<file path="config.mk">
export PLATFORM = sky130hd
export DESIGN_NAME = sorted_interval_merge
export DESIGN_NICKNAME = d
export VERILOG_FILES = /design/src/hdl/sim_pkg.sv /design/src/hdl/sim_merge_core.sv /design/src/hdl/sim_out_reg.sv /design/src/hdl/sorted_interval_merge.sv
export SDC_FILE = /design/constraint.sdc
export NUM_CORES = 1
export LEC_CHECK = 0
export BUFFER_PORTS_ARGS = -buffer_cell sky130_fd_sc_hd__buf_2
export CORE_ASPECT_RATIO = 1.75
export CORE_MARGIN = 3
export CORE_UTILIZATION = 45
export DETAILED_ROUTE_END_ITERATION = 8
export PLACE_DENSITY_LB_ADDON = 0.12
export SLEW_MARGIN = 20
export SYNTH_ARGS = -nofsm -noshare
export SYNTH_HDL_FRONTEND = slang
export SYNTH_HIERARCHICAL = 1
export SYNTH_SLANG_ARGS = --single-unit
</file>
<file path="constraint.sdc">
create_clock -name clk -period 10.75 [get_ports clk]
set_input_delay 0 -clock clk [delete_from_list [all_inputs] [get_ports clk]]
set_output_delay 0 -clock clk [all_outputs]
set_load 0.01 [all_outputs]
</file>
<file path="src/hdl/sim_pkg.sv">
// ----------------------------------------------------------------------------
// Sorted interval merge package
// Transaction types, operation codes and register indexes shared by the
// interval merge modules.
// ----------------------------------------------------------------------------
`default_nettype none

package sim_pkg;

	localparam int CHROM_BITS    = 16;
	localparam int POS_BITS      = 32;
	localparam int NAME_BITS     = 16;
	localparam int COUNT_BITS    = 32;
	localparam int CFG_DATA_BITS = 32;
	localparam int CFG_IDX_BITS  = 1;

	localparam logic OP_INTERVAL = 1'b0;
	localparam logic OP_FLUSH    = 1'b1;

	localparam logic [CFG_IDX_BITS-1:0] REG_MERGE_DISTANCE = 1'b0;
	localparam logic [CFG_IDX_BITS-1:0] REG_SAME_NAME_ONLY = 1'b1;

	typedef struct packed {
		logic                  operation;
		logic [CHROM_BITS-1:0] chrom_id;
		logic [POS_BITS-1:0]   start_pos;
		logic [POS_BITS-1:0]   stop_pos;
		logic                  has_name;
		logic [NAME_BITS-1:0]  name_id;
	} in_item_t;

	typedef struct packed {
		logic [CHROM_BITS-1:0] out_chrom;
		logic [POS_BITS-1:0]   out_start;
		logic [POS_BITS-1:0]   out_stop;
		logic [COUNT_BITS-1:0] merged_count;
		logic                  out_has_name;
		logic [NAME_BITS-1:0]  out_name;
	} out_item_t;

endpackage

`default_nettype wire

</file>
<file path="src/hdl/sim_merge_core.sv">
// ----------------------------------------------------------------------------
// Interval merge core
// Holds the pending merged interval and decides, for one interval or flush
// transaction, whether it joins, replaces or flushes the pending interval.
// ----------------------------------------------------------------------------
`default_nettype none

module sim_merge_core #(
	parameter int COORD_BITS = 32
) (
	input  wire                                    clk,
	input  wire                                    arst_n,
	input  wire                                    step,
	input  sim_pkg::in_item_t                      item,
	input  wire [sim_pkg::CFG_DATA_BITS-1:0]       merge_distance,
	input  wire                                    same_name_only,
	output logic                                   emit,
	output sim_pkg::out_item_t                     result
);

	localparam int HW = (COORD_BITS < sim_pkg::POS_BITS) ? COORD_BITS : sim_pkg::POS_BITS;

	logic                             pending_q;
	logic [sim_pkg::CHROM_BITS-1:0]   chrom_q;
	logic [HW-1:0]                    start_q;
	logic [HW-1:0]                    stop_q;
	logic [sim_pkg::COUNT_BITS-1:0]   count_q;
	logic                             has_name_q;
	logic [sim_pkg::NAME_BITS-1:0]    name_q;

	logic [HW-1:0]                    start_c;
	logic [HW-1:0]                    stop_c;
	logic [HW-1:0]                    gap_c;
	logic                             near_c;
	logic                             agree_c;
	logic                             join_c;
	logic                             is_flush;

	assign is_flush = (item.operation == sim_pkg::OP_FLUSH);
	assign start_c  = item.start_pos[HW-1:0];
	assign stop_c   = item.stop_pos[HW-1:0];
	assign gap_c    = start_c - stop_q;
	assign near_c   = !((start_c > stop_q) &&
		(sim_pkg::CFG_DATA_BITS'(gap_c) > merge_distance));
	assign agree_c  = (!item.has_name && !has_name_q) ||
		(item.has_name && has_name_q && (item.name_id == name_q));
	assign join_c   = !is_flush && pending_q && (item.chrom_id == chrom_q) && near_c &&
		(!same_name_only || agree_c);
	assign emit     = pending_q && (is_flush || !join_c);

	always_comb begin
		result              = '0;
		result.out_chrom    = chrom_q;
		result.out_start    = sim_pkg::POS_BITS'(start_q);
		result.out_stop     = sim_pkg::POS_BITS'(stop_q);
		result.merged_count = count_q;
		result.out_has_name = has_name_q;
		result.out_name     = name_q;
	end

	always_ff @(posedge clk or negedge arst_n) begin
		if (!arst_n) begin
			pending_q <= 1'b0;
		end else if (step) begin
			pending_q <= !is_flush;
		end
	end

	always_ff @(posedge clk) begin
		if (step && !is_flush) begin
			if (join_c) begin
				if (count_q != '1) begin
					count_q <= count_q + 1'b1;
				end
				if (stop_c > stop_q) begin
					stop_q <= stop_c;
				end
			end else begin
				chrom_q    <= item.chrom_id;
				start_q    <= start_c;
				stop_q     <= stop_c;
				count_q    <= sim_pkg::COUNT_BITS'(1);
				has_name_q <= item.has_name;
				name_q     <= item.has_name ? item.name_id : '0;
			end
		end
	end

`ifndef SYNTHESIS
	a_flush_empties: assert property (@(posedge clk) disable iff (!arst_n)
		step && is_flush |=> !pending_q)
		else $error("flush left an interval pending");

	a_interval_pends: assert property (@(posedge clk) disable iff (!arst_n)
		step && !is_flush |=> pending_q)
		else $error("interval did not become pending");

	a_count_sat: assert property (@(posedge clk) disable iff (!arst_n)
		step && join_c |=> (count_q == (($past(count_q) == '1) ? $past(count_q) :
			$past(count_q) + 1'b1)))
		else $error("join count did not advance or saturate");

	a_stop_grows: assert property (@(posedge clk) disable iff (!arst_n)
		step && join_c |=> (stop_q >= $past(stop_q)) && (start_q == $past(start_q)))
		else $error("join shrank the pending interval");

	a_emit_needs_pending: assert property (@(posedge clk) disable iff (!arst_n)
		emit |-> pending_q)
		else $error("result without a pending interval");
`endif

endmodule

`default_nettype wire

</file>
<file path="src/hdl/sim_out_reg.sv">
// ----------------------------------------------------------------------------
// Interval merge result register
// Holds one finished merged interval until the downstream side takes it.
// ----------------------------------------------------------------------------
`default_nettype none

module sim_out_reg (
	input  wire                   clk,
	input  wire                   arst_n,
	input  wire                   load,
	input  sim_pkg::out_item_t    item,
	output logic                  free,
	output logic                  out_valid,
	input  wire                   out_stall,
	output sim_pkg::out_item_t    out_data
);

	logic               valid_q;
	sim_pkg::out_item_t data_q;

	assign free      = !valid_q || !out_stall;
	assign out_valid = valid_q;
	assign out_data  = data_q;

	always_ff @(posedge clk or negedge arst_n) begin
		if (!arst_n) begin
			valid_q <= 1'b0;
		end else if (free) begin
			valid_q <= load;
		end
	end

	always_ff @(posedge clk) begin
		if (free && load) begin
			data_q <= item;
		end
	end

`ifndef SYNTHESIS
	a_no_overwrite: assert property (@(posedge clk) disable iff (!arst_n)
		load && !free |=> valid_q && $stable(data_q))
		else $error("held result overwritten");

	a_load_shows: assert property (@(posedge clk) disable iff (!arst_n)
		load && free |=> valid_q)
		else $error("loaded result not shown");

	a_drain_clears: assert property (@(posedge clk) disable iff (!arst_n)
		valid_q && !out_stall && !load |=> !valid_q)
		else $error("taken result shown twice");
`endif

endmodule

`default_nettype wire

</file>
<file path="src/hdl/sorted_interval_merge.sv">
// ----------------------------------------------------------------------------
// Sorted interval merge
// Merges a stream of sorted intervals into one pending interval and emits
// each merged interval with its join count when a non-joining interval or
// an end-of-stream flush arrives.
// ----------------------------------------------------------------------------
//  Channel   Direction  Handshake          Payload
//  in        input      in_valid/in_stall  in_data (interval or flush)
//  out       output     out_valid/out_stall out_data (merged interval)
//  cfg       input      cfg_we             cfg_index, cfg_data
//
// One transaction is accepted per cycle while the input is not stalled. The
// input register holds an accepted transaction until the merge logic takes it
// and, when it causes a result, loads that result into the result register,
// from which the result is shown and taken.
// Reset clears the pending flag, the pipeline valid bits and both configuration registers.
// The input stalls only when a result is due while the result register is
// full and stalled.
// ----------------------------------------------------------------------------
`default_nettype none

module sorted_interval_merge #(
	parameter int COORD_BITS = 32
) (
	input  wire                                  clk,
	input  wire                                  arst_n,
	input  wire                                  in_valid,
	output logic                                 in_stall,
	input  sim_pkg::in_item_t                    in_data,
	output logic                                 out_valid,
	input  wire                                  out_stall,
	output sim_pkg::out_item_t                   out_data,
	input  wire                                  cfg_we,
	input  wire [sim_pkg::CFG_IDX_BITS-1:0]      cfg_index,
	input  wire [sim_pkg::CFG_DATA_BITS-1:0]     cfg_data
);

	logic [sim_pkg::CFG_DATA_BITS-1:0] merge_distance_q;
	logic                              same_name_only_q;

	logic                valid_s1;
	sim_pkg::in_item_t   item_s1;
	logic                accept;
	logic                advance;
	logic                emit;
	logic                free;
	sim_pkg::out_item_t  result;

	assign advance  = valid_s1 && (!emit || free);
	assign in_stall = valid_s1 && !advance;
	assign accept   = in_valid && !in_stall;

	always_ff @(posedge clk or negedge arst_n) begin
		if (!arst_n) begin
			merge_distance_q <= '0;
			same_name_only_q <= 1'b0;
		end else if (cfg_we) begin
			case (cfg_index)
				sim_pkg::REG_MERGE_DISTANCE: merge_distance_q <= cfg_data;
				sim_pkg::REG_SAME_NAME_ONLY: same_name_only_q <= cfg_data[0];
				default: ;
			endcase
		end
	end

	always_ff @(posedge clk or negedge arst_n) begin
		if (!arst_n) begin
			valid_s1 <= 1'b0;
		end else if (accept) begin
			valid_s1 <= 1'b1;
		end else if (advance) begin
			valid_s1 <= 1'b0;
		end
	end

	always_ff @(posedge clk) begin
		if (accept) begin
			item_s1 <= in_data;
		end
	end

	sim_merge_core #(
		.COORD_BITS(COORD_BITS)
	) u_core (
		.clk           (clk),
		.arst_n        (arst_n),
		.step          (advance),
		.item          (item_s1),
		.merge_distance(merge_distance_q),
		.same_name_only(same_name_only_q),
		.emit          (emit),
		.result        (result)
	);

	sim_out_reg u_out (
		.clk      (clk),
		.arst_n   (arst_n),
		.load     (advance && emit),
		.item     (result),
		.free     (free),
		.out_valid(out_valid),
		.out_stall(out_stall),
		.out_data (out_data)
	);

`ifndef SYNTHESIS
	a_hold_s1: assert property (@(posedge clk) disable iff (!arst_n)
		valid_s1 && !advance |=> valid_s1 && $stable(item_s1))
		else $error("waiting transaction lost");

	a_stall_cause: assert property (@(posedge clk) disable iff (!arst_n)
		in_stall |-> emit && out_valid && out_stall)
		else $error("input stalled without a blocked result");

	a_accept_lands: assert property (@(posedge clk) disable iff (!arst_n)
		accept |=> valid_s1)
		else $error("accepted transaction not registered");
`endif

endmodule

`default_nettype wire
</file>
==> flow_summary_export.csv <==
group,metric,value,unit
clock_tree,insertion_delay,0.53,ns
sta,clock_skew,0.0196,ns
die,fp.dieH,263,um
die,fp-row-count,93,
critical_path,critical_path.cell_chain,"ha_1, o21a_1, o21ai_0, a2111oi_2, o21ai_0, a31oi_1, o2111ai_2, nor2_1, a211oi_1, ha_1, nand4_1, nor4_1, nand2_1, o21ai_0, o21ai_4, and2_1, a21boi_0, nand2b_1, nor2b_4, buf_4",
final_layout,drive_gt1_share,24.9,%
sta,fin_crit_sh,67.2,%
drt,routedWlPerCell,19.0,um
sta,final_max_slew_viol_count,0,
sta,max-slew-margin-rel,26.8,%
final_layout,multiInputGateArea,4920,um2
sta,max_freq,0.139,GHz
sta,hold_viol_final,0,
critical_path,crit_required,10.90,ns
yosys,synth_fp_nets,1348,
final_layout,design_area,21400,um2
final_layout,nFillCells,3001,
clock_tree,ctsResizeCount,0,
final_layout,layout.cells.most_common_list,"356 x edfxtp_1, 266 x buf_2, 136 x dlygate4sd3_1",
drt,ant_nets,0,
global_route,grt_overflow,0,
run_status,status,"completed",
yosys,synth_area,17000,um2
critical_path,crit_top_cell,"o21ai_0",
critical_path,cpPeakStageDelay,0.69,ns
drt,firstDrtPassIters,5,
drt,m1WireLength,15100,um
critical_path,endpoint_kind,"flip-flop",
clock_tree,numCtsBuffers,36,
global_route,antenna_found_initial,2,
placement,portBuffers,266,
clock_tree,tritoncts,"done",
yosys,synth_ff_type,"edfxtp_1",
critical_path,arrival,7.37,ns
yosys,synth-edff-count,356,
clock_tree,cts_root_buf,"clkbuf_16",
die,start_util,45.8,%
drt,wl_met2,21000,um
yosys,yosysWarnings,6,
global_route,grt_max_degree,58,
yosys,ys_ff_latch,392,
sta,tns,0,ns
yosys,syn_inst,1114,
drt,drc_errors,0,
pwr,p_leak,8.65,nW
yosys,avgSynthCellArea,15.2,um2
job,cap_violations,0,
placement,postPlaceCellArea,18800,um2
global_route,track_usage,19.1,%
yosys,synthArstFlopShare,9.18,%
clock_tree,cts_num_sinks,392,
global_route,grt_pass1_vias,11000,
die,coreArea,37000,um2
drt,drtIter0Drc,547,
drt,vias,10300,
final_layout,seq_area,11600,um2
die,design.die.area,40100,um2
critical_path,critPathSlowestCell,"nor2b_4",
sta,rsz0062_at_grt,"no",
drt,routed_via_density,5.02,
placement,gp_congestion,0.833,
clock_tree,h-tree-depth,2,
pwr,vdd_drop_max,0.000139,V
drt,wl_met3,1460,um
die,num_io_pins,267,
die,die_x,153,um
critical_path,crit_fanout,44,
final_layout,fin_nets,1777,
sta,setup_viol,0,
yosys,synthDistinctLibCells,69,
sta,tightest_slew,1.09,ns
clock_tree,clk_pin_slew_worst_paths,0.06,ns
yosys,ys_seq_area_share,68.4,%
critical_path,startpoint_type,"flip-flop",
drt,top_layer,"met4",
pwr,powerDensity,171,nW/um2
global_route,grt_pass1_wl,60600,um
final_layout,area_delta_synth_final,26.1,%
sta,period_minus_slack,7.22,ns
critical_path,criticalPathCategory,"reg2reg",
final_layout,layout_commonest_cell,"edfxtp_1",
min_path,hp-class,"in2async",
drt,routed_wirelength,38800,um
clock_tree,cts_buffer_depth,3,
placement,dp_hpwl,27600,um
registers in the layout, summed over array words and instances (netlist names):
register,cells
u_core/has_name_q,1
u_core/start_q,32
u_out/out_valid,1
u_core/stop_q,32
u_core/chrom_q,16
valid_s1,1
u_core/pending_q,1
u_out/out_data,129
item_s1,98
u_core/count_q,32
merge_distance_q,32
u_core/name_q,16
same_name_only_q,1
metrics by stage:
step                      cells  utilization (%)  power (mW)  setup slack, ns  hold WS (ns)
after CTS                  2046             57.8        3.71             3.52         0.120
after global placement     1844             50.8        2.33             3.68         0.155
after detailed placement   1844             50.8        2.34             3.60         0.154
after global routing       2048             57.8        3.83             3.07         0.164
final                      2048             57.8        3.66             3.53         0.108
after floorplan            1114                -        2.17             2.94        -0.296
worst max-delay path: cells and delay by family, from the launching register on:
kind                     cells  cell delay [ns]
AO/OA/AOI/OAI               10             2.62
adder cells (fa/ha/maj)      2             0.77
flip-flops                   1             0.45
buffers and inverters        1             0.68
AND/OR/NAND/NOR              7             2.23
logic make-up after synthesis:
kind of cell / synth area share, %
compound gates: 6.95
xor+xnor: 4.49
fa+ha+maj: 7.28
buf+inv: 2.72
flops: 68.4
mux: 2.86
simple gates: 7.34
Yosys cell counts (3+ instances only):
master    instances  area (um2)
clkbuf_1          4        15.0
nor2b_1           8        50.1
or3_1             3        18.8
nor3_1            7        35.0
o21ai_0          32         160
a21boi_0          3        22.5
edfxtp_1        356       10700
o22ai_1           3        18.8
nand4_1          31         194
o211ai_1          3        22.5
nor4_1            5        31.3
nand3b_1          3        22.5
buf_2             4        20.0
o21a_1           11        82.6
a21o_1           43         323
mux2_2            3        33.8
inv_1            80         300
nand2b_1          5        31.3
buf_12            3        60.1
xor2_1           32         280
ha_1             97        1210
buf_6             3        33.8
a21oi_1          45         225
mux2_4           30         450
or2_2             3        18.8
dfrtp_1          36         901
xnor2_1          55         482
nor2_2           11        68.8
and3_1           13        81.3
nand2_1          37         139
a211oi_1          5        37.5
and2_1           22         138
nor2_1           48         180
nand3_1          29         145
final cells by class:
type                            instances  share of cell area (%)
Tap cell                              475                    2.78
Clock buffer                           46                    4.78
Clock inverter                         20                   0.954
Multi-Input combinational cell        624                    23.0
Antenna cell                            2                  0.0234
Sequential cell                       392                    54.2
Timing Repair Buffer                  408                    12.8
Inverter                               81                    1.42
power breakdown:
group | total (mW) | leakage (nW) | switching [mW] | internal [mW]
Combinational | 0.498 | 4.26 | 0.270 | 0.228
Sequential | 1.85 | 3.79 | 0.0547 | 1.79
Clock | 1.32 | 0.598 | 0.546 | 0.771
Total | 3.66 | 8.65 | 0.870 | 2.79
per-layer routing:
| metal | GRT usage [%] | up-vias |
|---|---|---|
| li1 | - | 5009 |
| met1 | 22.5 | 4932 |
| met2 | 35.5 | 271 |
| met4 | 6.70 | 0 |
| met3 | 2.60 | 70 |
| met5 | 0 | - |
final timing paths:
path	startpoint	end	slack, ns	cells after the start
setup reg to reg	item_s1[58]	u_core/chrom_q[2]	3.53	20
max in group asynchronous	arst_n	merge_distance_q[26]	10.07	2
hold / removal	arst_n	merge_distance_q[2]	0.11	2
setup / recovery	item_s1[58]	u_core/chrom_q[2]	3.53	20
min in group clk	in_data[66]	item_s1[66]	0.18	2
hold reg to reg	u_core/start_q[1]	u_out/out_data[82]	0.42	0
timing repair:
| action | in CTS | in global routing |
|---|---|---|
| setup buffers | 0 | 0 |
| hold endpoints to repair | 170 | 0 |
| hold buffers | 136 | 0 |
Note: power is estimated with default switching activity, not from simulation.
